==> config.mk <==
export PLATFORM = sky130hd
export DESIGN_NAME = ordered_key_value_table
export DESIGN_NICKNAME = d
export VERILOG_FILES = /design/src/sv/okv_pkg.sv /design/src/sv/okv_mem.sv /design/src/sv/okv_ctrl.sv /design/src/sv/ordered_key_value_table.sv
export SDC_FILE = /design/constraint.sdc
export NUM_CORES = 2
export LEC_CHECK = 0
export BUFFER_PORTS_ARGS = -buffer_cell sky130_fd_sc_hd__buf_2
export CAP_MARGIN = 30
export CORE_ASPECT_RATIO = 0.5
export CORE_UTILIZATION = 30
export DETAILED_ROUTE_END_ITERATION = 10
export PLACE_DENSITY = 0.52
export SLEW_MARGIN = 20
export SYNTH_ARGS = -nofsm -noshare
export SYNTH_HDL_FRONTEND = slang
export SYNTH_SLANG_ARGS = --single-unit
==> constraint.sdc <==
create_clock -name clk -period 12.8 [get_ports clk]
set_input_delay 2.56 -clock clk [delete_from_list [all_inputs] [get_ports clk]]
set_output_delay 2.56 -clock clk [all_outputs]
set_load 0.02 [all_outputs]
==> src/sv/okv_pkg.sv <==
// shared constants, codes and result type for the ordered key/value table
package okv_pkg;

  localparam int DEF_ENTRIES  = 16;
  localparam int DEF_KEY_BITS = 64;

  localparam int MODE_W   = 3;
  localparam int KEY_W    = 64;
  localparam int VAL_W    = 32;
  localparam int STATUS_W = 2;

  localparam logic [MODE_W-1:0] MODE_CLEAR  = 3'd0;
  localparam logic [MODE_W-1:0] MODE_INSERT = 3'd1;
  localparam logic [MODE_W-1:0] MODE_DELETE = 3'd2;
  localparam logic [MODE_W-1:0] MODE_LOOKUP = 3'd3;
  localparam logic [MODE_W-1:0] MODE_SORT   = 3'd4;

  localparam logic [STATUS_W-1:0] ST_OK     = 2'd0;
  localparam logic [STATUS_W-1:0] ST_DUP    = 2'd1;
  localparam logic [STATUS_W-1:0] ST_FULL   = 2'd2;
  localparam logic [STATUS_W-1:0] ST_ABSENT = 2'd3;

  typedef struct packed {
    logic                    found;
    logic signed [VAL_W-1:0] read_value;
    logic [STATUS_W-1:0]     status;
  } res_t;

endpackage

==> src/sv/okv_mem.sv <==
// entry memory: one key/value pair per word, one write and one registered read per cycle
module okv_mem #(
  parameter int ENTRIES  = okv_pkg::DEF_ENTRIES,
  parameter int KEY_BITS = okv_pkg::DEF_KEY_BITS
) (
  input  logic                               clk,
  input  logic                               rd_en,
  input  logic [$clog2(ENTRIES)-1:0]         rd_addr,
  output logic [KEY_BITS-1:0]                rd_key,
  output logic signed [okv_pkg::VAL_W-1:0]   rd_val,
  input  logic                               wr_en,
  input  logic [$clog2(ENTRIES)-1:0]         wr_addr,
  input  logic [KEY_BITS-1:0]                wr_key,
  input  logic signed [okv_pkg::VAL_W-1:0]   wr_val
);
  import okv_pkg::*;

  logic [KEY_BITS+VAL_W-1:0] mem [ENTRIES];

  always_ff @(posedge clk) begin
    if (wr_en) begin
      mem[wr_addr] <= {wr_key, wr_val};
    end
  end

  always_ff @(posedge clk) begin
    if (rd_en) begin
      {rd_key, rd_val} <= mem[rd_addr];
    end
  end

endmodule

==> src/sv/okv_ctrl.sv <==
// sequencer: scan, insert, delete with shift-down, and stable insertion sort over the memory
module okv_ctrl #(
  parameter int ENTRIES  = okv_pkg::DEF_ENTRIES,
  parameter int KEY_BITS = okv_pkg::DEF_KEY_BITS
) (
  input  logic                               clk,
  input  logic                               rst,
  input  logic                               start,
  input  logic [okv_pkg::MODE_W-1:0]         mode,
  input  logic [KEY_BITS-1:0]                key,
  input  logic signed [okv_pkg::VAL_W-1:0]   value,
  input  logic                               take,
  output logic                               idle,
  output logic                               done,
  output okv_pkg::res_t                      res,
  output logic [$clog2(ENTRIES+1)-1:0]       count
);
  import okv_pkg::*;

  localparam int AW = $clog2(ENTRIES);
  localparam int CW = $clog2(ENTRIES + 1);

  localparam logic [2:0] S_IDLE  = 3'd0;
  localparam logic [2:0] S_SCAN  = 3'd1;
  localparam logic [2:0] S_SHIFT = 3'd2;
  localparam logic [2:0] S_SLOAD = 3'd3;
  localparam logic [2:0] S_SHOLD = 3'd4;
  localparam logic [2:0] S_SCMP  = 3'd5;
  localparam logic [2:0] S_SPUT  = 3'd6;
  localparam logic [2:0] S_DONE  = 3'd7;

  logic [2:0]              state, state_next;
  logic [CW-1:0]           idx, pend_addr, si, sj;
  logic                    pend;
  logic [MODE_W-1:0]       mode_r;
  logic [KEY_BITS-1:0]     key_r, hold_key;
  logic signed [VAL_W-1:0] val_r, hold_val;

  logic                    rd_en, wr_en;
  logic [AW-1:0]           rd_addr, wr_addr;
  logic [KEY_BITS-1:0]     rd_key, wr_key;
  logic signed [VAL_W-1:0] rd_val, wr_val;

  logic                    match, last, miss, less;
  logic [CW-1:0]           pend_prev, pend_nxt, sj_m1, sj_m2, si_m1, si_p1;

  okv_mem #(.ENTRIES(ENTRIES), .KEY_BITS(KEY_BITS)) u_mem (
    .clk     (clk),
    .rd_en   (rd_en),
    .rd_addr (rd_addr),
    .rd_key  (rd_key),
    .rd_val  (rd_val),
    .wr_en   (wr_en),
    .wr_addr (wr_addr),
    .wr_key  (wr_key),
    .wr_val  (wr_val)
  );

  assign pend_prev = pend_addr - CW'(1);
  assign pend_nxt  = pend_addr + CW'(1);
  assign sj_m1     = sj - CW'(1);
  assign sj_m2     = sj - CW'(2);
  assign si_m1     = si - CW'(1);
  assign si_p1     = si + CW'(1);

  // read data is registered: valid in the cycle after its read was issued
  assign match = pend && (rd_key == key_r);
  assign last  = pend && (pend_nxt == count);
  assign miss  = (count == '0) || (last && !match);
  assign less  = rd_val < hold_val;

  assign idle = (state == S_IDLE);
  assign done = (state == S_DONE);

  always_comb begin
    rd_en   = 1'b0;
    rd_addr = '0;
    wr_en   = 1'b0;
    wr_addr = '0;
    wr_key  = rd_key;
    wr_val  = rd_val;
    case (state)
      S_SCAN: begin
        rd_en   = (idx != count);
        rd_addr = idx[AW-1:0];
        // append on a miss when there is room
        if (mode_r == MODE_INSERT && miss && count != CW'(ENTRIES)) begin
          wr_en   = 1'b1;
          wr_addr = count[AW-1:0];
          wr_key  = key_r;
          wr_val  = val_r;
        end
      end
      S_SHIFT: begin
        rd_en   = (idx != count);
        rd_addr = idx[AW-1:0];
        wr_en   = pend;
        wr_addr = pend_prev[AW-1:0];
      end
      S_SLOAD: begin
        rd_en   = 1'b1;
        rd_addr = si[AW-1:0];
      end
      S_SHOLD: begin
        rd_en   = 1'b1;
        rd_addr = si_m1[AW-1:0];
      end
      S_SCMP: begin
        wr_en   = 1'b1;
        wr_addr = sj[AW-1:0];
        if (less) begin
          // move the lower entry up and look one further down
          rd_en   = (sj != CW'(1));
          rd_addr = sj_m2[AW-1:0];
        end else begin
          wr_key = hold_key;
          wr_val = hold_val;
        end
      end
      S_SPUT: begin
        wr_en   = 1'b1;
        wr_addr = sj[AW-1:0];
        wr_key  = hold_key;
        wr_val  = hold_val;
      end
      default: begin
      end
    endcase
  end

  always_comb begin
    state_next = state;
    unique case (state)
      S_IDLE: begin
        if (start) begin
          unique case (mode) inside
            MODE_INSERT, MODE_DELETE, MODE_LOOKUP: state_next = S_SCAN;
            MODE_SORT: state_next = (count < CW'(2)) ? S_DONE : S_SLOAD;
            default: state_next = S_DONE;
          endcase
        end
      end
      S_SCAN: begin
        if (match) begin
          state_next = (mode_r == MODE_DELETE && !last) ? S_SHIFT : S_DONE;
        end else if (miss) begin
          state_next = S_DONE;
        end
      end
      S_SHIFT: begin
        if (last) begin
          state_next = S_DONE;
        end
      end
      S_SLOAD: state_next = S_SHOLD;
      S_SHOLD: state_next = S_SCMP;
      S_SCMP: begin
        if (less) begin
          state_next = (sj == CW'(1)) ? S_SPUT : S_SCMP;
        end else begin
          state_next = (si_p1 == count) ? S_DONE : S_SLOAD;
        end
      end
      S_SPUT: state_next = (si_p1 == count) ? S_DONE : S_SLOAD;
      S_DONE: begin
        if (take) begin
          state_next = S_IDLE;
        end
      end
      default: state_next = S_IDLE;
    endcase
  end

  always_ff @(posedge clk) begin
    if (rst) begin
      state <= S_IDLE;
      count <= '0;
      pend  <= 1'b0;
    end else begin
      state <= state_next;
      case (state)
        S_IDLE: begin
          if (start) begin
            mode_r <= mode;
            key_r  <= key;
            val_r  <= value;
            res    <= '{found: 1'b0, read_value: '0, status: ST_OK};
            idx    <= '0;
            pend   <= 1'b0;
            si     <= CW'(1);
            if (mode == MODE_CLEAR) begin
              count <= '0;
            end
          end
        end
        S_SCAN: begin
          pend      <= rd_en;
          pend_addr <= idx;
          if (rd_en) begin
            idx <= idx + CW'(1);
          end
          if (match) begin
            res.found <= 1'b1;
            case (mode_r)
              MODE_LOOKUP: res.read_value <= rd_val;
              MODE_INSERT: res.status <= ST_DUP;
              default: begin
                // delete: close the gap from the next position on
                idx  <= pend_nxt;
                pend <= 1'b0;
                if (last) begin
                  count <= count - CW'(1);
                end
              end
            endcase
          end else if (miss) begin
            if (mode_r == MODE_INSERT) begin
              if (count == CW'(ENTRIES)) begin
                res.status <= ST_FULL;
              end else begin
                count <= count + CW'(1);
              end
            end else begin
              res.status <= ST_ABSENT;
            end
          end
        end
        S_SHIFT: begin
          pend      <= rd_en;
          pend_addr <= idx;
          if (rd_en) begin
            idx <= idx + CW'(1);
          end
          if (last) begin
            count <= count - CW'(1);
          end
        end
        S_SHOLD: begin
          hold_key <= rd_key;
          hold_val <= rd_val;
          sj       <= si;
        end
        S_SCMP: begin
          if (less) begin
            sj <= sj_m1;
          end else begin
            si <= si_p1;
          end
        end
        S_SPUT: si <= si_p1;
        default: begin
        end
      endcase
    end
  end

endmodule

==> src/sv/ordered_key_value_table.sv <==
// ordered key/value table top level: stream ports, item decode and result register
//
//  channel  | dir | contents
//  ---------+-----+------------------------------------------------------
//  s_axis   | in  | mode, key, value (one operation per item)
//  m_axis   | out | found, read_value, entries_used, is_empty, is_full, status
//
// clear empties the table; insert, delete and lookup walk the table over
// the stored pairs, and a delete hit shifts later pairs down
// sort runs an insertion sort through the single-read-port memory;
// one item is in work at a time
// rst clears the fill count and the handshake; memory contents are not cleared
// a finished result waits in the output register; the next item is taken meanwhile
module ordered_key_value_table #(
  parameter int ENTRIES  = okv_pkg::DEF_ENTRIES,
  parameter int KEY_BITS = okv_pkg::DEF_KEY_BITS
) (
  input  logic         clk,
  input  logic         rst,
  input  logic         s_tvalid,
  output logic         s_tready,
  // [2:0] mode, [66:3] key, [98:67] value, [103:99] zero
  input  logic [103:0] s_tdata,
  output logic         m_tvalid,
  input  logic         m_tready,
  // found, read_value, entries_used, is_empty, is_full, status, zero fill
  output logic [((37 + $clog2(ENTRIES + 1) + 7) / 8) * 8 - 1:0] m_tdata
);
  import okv_pkg::*;

  localparam int CW    = $clog2(ENTRIES + 1);
  localparam int OUT_W = ((37 + CW + 7) / 8) * 8;
  localparam int PAD_W = OUT_W - (37 + CW);

  logic [MODE_W-1:0]       in_mode;
  logic [KEY_W-1:0]        in_key;
  logic signed [VAL_W-1:0] in_value;
  logic                    start, take, idle, done;
  res_t                    res;
  logic [CW-1:0]           count;

  assign in_mode  = s_tdata[MODE_W-1:0];
  assign in_key   = s_tdata[MODE_W+KEY_W-1:MODE_W];
  assign in_value = s_tdata[MODE_W+KEY_W+VAL_W-1:MODE_W+KEY_W];

  assign s_tready = idle;
  assign start    = s_tvalid && idle;
  assign take     = done && (!m_tvalid || m_tready);

  okv_ctrl #(.ENTRIES(ENTRIES), .KEY_BITS(KEY_BITS)) u_ctrl (
    .clk   (clk),
    .rst   (rst),
    .start (start),
    .mode  (in_mode),
    .key   (in_key[KEY_BITS-1:0]),
    .value (in_value),
    .take  (take),
    .idle  (idle),
    .done  (done),
    .res   (res),
    .count (count)
  );

  always_ff @(posedge clk) begin
    if (rst) begin
      m_tvalid <= 1'b0;
    end else if (take) begin
      m_tvalid <= 1'b1;
    end else if (m_tready) begin
      m_tvalid <= 1'b0;
    end
  end

  // fill level is final by the time the sequencer reports done
  always_ff @(posedge clk) begin
    if (take) begin
      m_tdata <= {{PAD_W{1'b0}}, res.status, (count == CW'(ENTRIES)), (count == '0),
                  count, res.read_value, res.found};
    end
  end

endmodule
Word level (Yosys, flattened, before mapping). Memories as Yosys holds them, arrays and structs flattened. A register that Yosys moved wholly into a read port is not among the register bits. Cells that the tools add are included.

Memory bits (writable): 1536. Output and inout port bits: 50. Input bits: 108. Word-level logic and storage cells: 166. Memories kept: 1. Flip-flop bits (word level): 302.

Mux-type cells: 62. Order comparisons: 2. Bitwise gates (word level): 1. Eq/ne operators: 36. $add $sub $neg: 9. Reduce and logical (&&, ||, !) cells: 38.

Memories: u_ctrl.u_mem.mem (words 16, bits a word 96, rd ports 1, clocked after Yosys merged registers in 1, wr ports 1, line okv_mem.sv:18) `logic [KEY_BITS+VAL_W-1:0] mem [ENTRIES];`.

Operators with widths (count): case mux 64 bit (3 select lines) (1); two-way mux 64 bit (2); two-way mux 32 bit (3); case mux 32 bit (3 select lines) (1); two-way mux 5 bit (15); case mux 35 bit (2 select lines) (1); equality test 64 bit (1); case mux 5 bit (3 select lines) (3); two-way mux 35 bit (1); two-way mux 33 bit (1); less-than comparator 32 bit (1); two-way mux 3 bit (9); case mux 3 bit (8 select lines) (1); adder 5 x 1 -> 5 bit (second input constant) (4); equality test 3 x 2 -> 1 bit (second input constant) (6); case mux 4 bit (4 select lines) (1); equality test 3 bit (second input constant) (5); two-way mux 2 bit (6); case mux 4 bit (3 select lines) (1); AND reduction 4 bit (3); equality test 5 bit (2); case mux 5 bit (2 select lines) (1); subtractor 5 x 1 -> 5 bit (second input constant) (2); equality test 3 x 1 -> 1 bit (second input constant) (3); other kinds (33) (74).

Logic depth before layout (Yosys ltp).
Depth after elaboration: 11. Depth in mapped cells: 14. Gate-level depth less buffers: 12.

Modules after synthesis. From an unflattened synthesis, not the netlist that was laid out.

Cells, all modules: 3600. Area total of the unflattened synthesis: 74980.7 um2.

Modules (own cells, without submodules): okv_mem (seq. area each 49007.0 um2, area each 60319.1 um2, times used 1, cells each 2460); okv_ctrl (seq. area each 7687.4 um2, area each 13281.5 um2, times used 1, cells each 1081); ordered_key_value_table (seq. area each 1281.2 um2, area each 1380.1 um2, times used 1, cells each 59).

Least setup slack after synthesis. No wires, ideal clock.

Path type: register to register. Start: register u_ctrl.key_r[34]. End: memory u_ctrl.u_mem.mem[0][0] in the netlist's numbering, enable pin. Cell stages (with the launch flop): 12. Clock period less this slack: 9.894 ns. Buffers on the path: 2. Arrival: 9.226 ns. Setup time: 0.668 ns. Required time: 12.132 ns. Slack: 2.906 ns. Cell sequence: edfxtp_1 > nor2b_1 > a2111o_1 > or4_1 > or3_1 > o21ai_1 > a21oi_1 > buf_2 > buf_6 > o21ai_0 > nand3_1 > nor3_1.

Cells in the longest elaborated chain, start to end: 11. Elaborated cells on any way between the ends: 13. Classes of those cells: eq/ne: 1; mux: 6; reduce/logical: 6.

Ends and longest elaborated chain: start, declared (line okv_ctrl.sv:36) `logic [KEY_BITS-1:0] key_r, hold_key;`; start signal, assigned (line okv_ctrl.sv:185) `key_r <= key;`; equality test 64 bit * (line okv_ctrl.sv:67) `assign match = pend && (rd_key == key_r);`; logical AND 1 bit * (line okv_ctrl.sv:67); zero test 1 bit * (line okv_ctrl.sv:69) `assign miss = (count == '0) || (last && !match);`; logical AND 1 bit * (line okv_ctrl.sv:69); logical OR 1 bit * (line okv_ctrl.sv:69); logical AND 1 bit * (2 in a row) (line okv_ctrl.sv:87) `if (mode_r == MODE_INSERT && miss && count != CW'(ENTRIES)) begin`; two-way mux 1 bit (line okv_ctrl.sv:87); case mux 1 bit (3 select lines) (line okv_ctrl.sv:82) `case (state)`; two-way mux 1 bit (line okv_mem.sv:21) `if (wr_en) begin`; two-way mux 1 bit (not written as such) (line okv_mem.sv:22) `mem[wr_addr] <= {wr_key, wr_val};`; end, declared (line okv_mem.sv:18).

Mark *: on every way between the ends. The rest lies on a longest branch, timed or not.

Worst setup path in the final report.
Start: register u_ctrl.key_r[26]. End: memory u_ctrl.u_mem.mem[8][36] in the netlist's numbering, enable pin.

The elaborated chain is that of the path after synthesis.

==> results.cfg <==
[drt]
wl_per_cell_um = 26.25
drt_iter0_drc = 3790
first_pass_iters = 5
drc = 0
ant_nets = 0
routed_wl_um = 207900
vias = 39950
vias_per_cell = 5.045

[synthesis]
yosysTopAreaCell = edfxtp_1
synthFlopType = edfxtp_1
ys_seq_area_frac = 0.7694
yosys_warnings = 0
synth_seq_cells = 1934
netlist_area_um2 = 75350
netlist_instances = 4212
synth_edf_count = 1924
synth_cell_type_count = 76
async_flop_share = 0
synth_top_area_frac = 0.7667
synth_area_leaders = edfxtp_1 77%, mux2i_1 10%, o22ai_1 3.3%, or4_1 0.98%, buf_2 0.77%
syn_area_per_cell_um2 = 17.89

[sta]
finalHoldViolations = 0
fmax_mhz = 154.4
rsz0062_at_grt = false
hold-worst-slack_ns = 0.4215
clock_skew_ns = 0.06777
drv_slew = 0
period_needed_ns = 6.478
min_period_over_period = 0.5061
slew_headroom = 0.2509
setup_viol_count_final = 0
worst_slack_ns = 6.322
finalSetupTns_ns = 0
worst_pin_slew_ns = 1.124

[final_layout]
diodes = 0
final_cell_mix = 1924 x edfxtp_1, 771 x mux2i_1, 398 x o22ai_1
layout_commonest_cell = edfxtp_1
nFillCells = 23280
syn_to_final_growth_pct = 14.92
drive_gt1_frac = 0.1271
nets = 4595

[outcome]
outcome = finished, final reports clean

[cts]
ctsResizeCount = 0
cts_hold_buf = 0
insertion_delay_ns = 0.85
clkTransAtPathRegs_ns = 0.06
post_cts_buffers = 0
cts_buffers = 192
htreeDepth = 4
clockBufferDepth = 4
clock_sinks = 1934
clock-root-buffer = clkbuf_16
cts_tree = built

[global_routing]
grt_max_degree = 139
grt_pass1_wl_um = 292600
antenna_found_initial = 2
grt_pass1_vias = 39900
grt_overflow = 0
grt.total_usage = 0.1592

[place]
dp_hpwl_um = 106000
pre_cts_ws_ns = 6.264
gp_congestion = 0.7680
port_buffers = 146

[power]
leakage_nw = 28.31
powerDensity_nw_per_um2 = 250.1
comb_power_share = 0.325
p_int_mw = 14.33
ir_worst_vdd_mv = 0.2517
p_seq_frac = 0.425
switching_power_mw = 7.332
clkPwrFrac = 0.249
p_sw_frac = 0.3385

[worst_hold_path]
hold_path_depth = 0
hold_end = m_tdata[15]
min_from = u_ctrl.res[16]
min_path_type = register to register

[floorplan]
fp.dieW_um = 710.8
design.die.area_um2 = 253300
fp-row-count = 129
start_util = 0.3033
die_h_um = 356.4
core_area_um2 = 248400
io_pins = 158

[setup_path]
r2r_end = u_ctrl.u_mem.mem[8][36]
cp.arrival_ns = 6.95
r2r_slack_ns = 6.32
crit_fanout = 42
start_kind = register
crit_required_ns = 13.27
rr_startpoint = u_ctrl.key_r[26]
worst_setup_path_end_kind = register
reg2regPathDepth = 14
critPathKind = register to register

[run]
maxCapViolCount = 0
-- layout make-up --
cell class | count | area (µm²) | area share
clock buffers | 236 | 5106 | 0.05897
well taps | 3340 | 4179 | 0.04826
multi-input cells | 1981 | 16360 | 0.1889
flip-flops and latches | 1934 | 57980 | 0.6695
clock inverters | 92 | 755.7 | 0.008727
repair buffers | 273 | 1977 | 0.02283
inverters | 63 | 241.5 | 0.002789
-- critical path, stage by stage, from the launching register on --
cell and delay [ns]:
edfxtp_1 0.54, xnor2_1 0.62, nand4_1 0.51, nor4_1 0.59, nand4_1 0.15, buf_4 0.24, o21ai_1 0.28, a21oi_4 0.08
buf_4 0.29, buf_16 0.28, o21ai_0 0.11, nand3_1 0.30, nor2_4 0.79, buf_4 0.51, buf_4 0.68
-- logic make-up (layout without fill, tap and decap cells) --
family | Yosys count | in the layout | share of synthesized area
flip-flops | 1934 | 1934 | 0.7694
multiplexers | 775 | 775 | 0.1030
AO/OA/AOI/OAI | 715 | 715 | 0.06458
AND/OR/NAND/NOR | 363 | 363 | 0.02826
buffers and inverters | 302 | 664 | 0.01787
XOR/XNOR | 80 | 80 | 0.009863
adder cells (fa/ha/maj) | 42 | 42 | 0.006974
other | 1 | 6 | 0.00004977
-- Yosys cell counts, types with 4 or more instances --
cell / n
edfxtp_1: 1924
mux2i_1: 771
o22ai_1: 398
buf_2: 116
clkbuf_1: 103
or4_1: 98
a21o_1: 66
a22o_1: 66
inv_1: 63
nor2_1: 62
nand2_1: 47
xor2_1: 46
ha_1: 42
a22oi_1: 37
and3_1: 36
a21oi_1: 35
o31ai_1: 34
xnor2_1: 31
o21ai_0: 25
nand3_1: 23
nand2b_1: 19
nor3_1: 18
buf_4: 14
dfxtp_1: 10
nor2b_1: 10
nor4_1: 10
nand4_1: 8
nand3_2: 7
o2111ai_1: 5
o211ai_1: 5
o21a_1: 5
o21ai_1: 5
or2_2: 5
or3_1: 5
a211oi_1: 4
and2_1: 4
buf_1: 4
mux2_2: 4
-- registers in the layout, summed over array words and instances (netlist names) --
register and count:
u_ctrl.u_mem.mem 1536, u_ctrl.pend 1, u_ctrl.u_mem.rd_key 64, u_ctrl.state 3
u_ctrl.hold_val 32, u_ctrl.key_r 64, u_ctrl.hold_key 64, u_ctrl.res 35
u_ctrl.mode_r 3, u_ctrl.val_r 32, u_ctrl.count 5, m_tdata 42
u_ctrl.pend_addr 5, u_ctrl.idx 5, u_ctrl.sj 5, u_ctrl.u_mem.rd_val 32
m_tvalid 1, u_ctrl.si 5
-- layer usage --
layer / global-route usage / wire length, µm / vias up
met4: 0.05045 / 6360 / 2
li1: - / - / 17500
met5: 0 / 13 / -
met3: 0.02700 / 12620 / 294
met2: 0.2678 / 99800 / 1267
met1: 0.2112 / 89100 / 20880
-- how the worst max path moves through the flow --
stage	from	slack (ns)	to
floorplan	u_ctrl.key_r[34]	2.91	u_ctrl.u_mem.mem[0][0]
global placement	u_ctrl.key_r[42]	6.07	u_ctrl.u_mem.mem[8][48]
detailed placement	u_ctrl.key_r[26]	6.26	u_ctrl.u_mem.mem[8][48]
CTS	u_ctrl.key_r[26]	6.25	u_ctrl.u_mem.mem[8][36]
global route	u_ctrl.u_mem.rd_val[15]	6.22	u_ctrl.u_mem.rd_key[27]
finish	u_ctrl.key_r[26]	6.32	u_ctrl.u_mem.mem[8][36]
-- power groups by stage --
stage | logic [mW] | clock network [mW] | registers [mW]
6_report | 7.05 | 5.40 | 9.21
5_1_grt | 7.54 | 5.75 | 9.25
4_1_cts | 7.03 | 5.51 | 9.21
3_5_place_dp | 7.00 | 0 | 9.34
3_3_place_gp | 6.82 | 0 | 9.33
2_1_floorplan | 4.67 | 0 | 9.23
-- metrics by stage --
stage	cells	util	power, mW	instance area [µm²]
finish	7919	0.3486	21.66	86600
global route	7919	0.3486	22.54	86600
CTS	7909	0.3481	21.76	86460
detailed placement	7581	0.3245	16.34	80590
global placement	7571	0.3237	16.15	80410
floorplan	4217	-	13.89	75370
No activity file was read; power rests on OpenSTA's default activity.
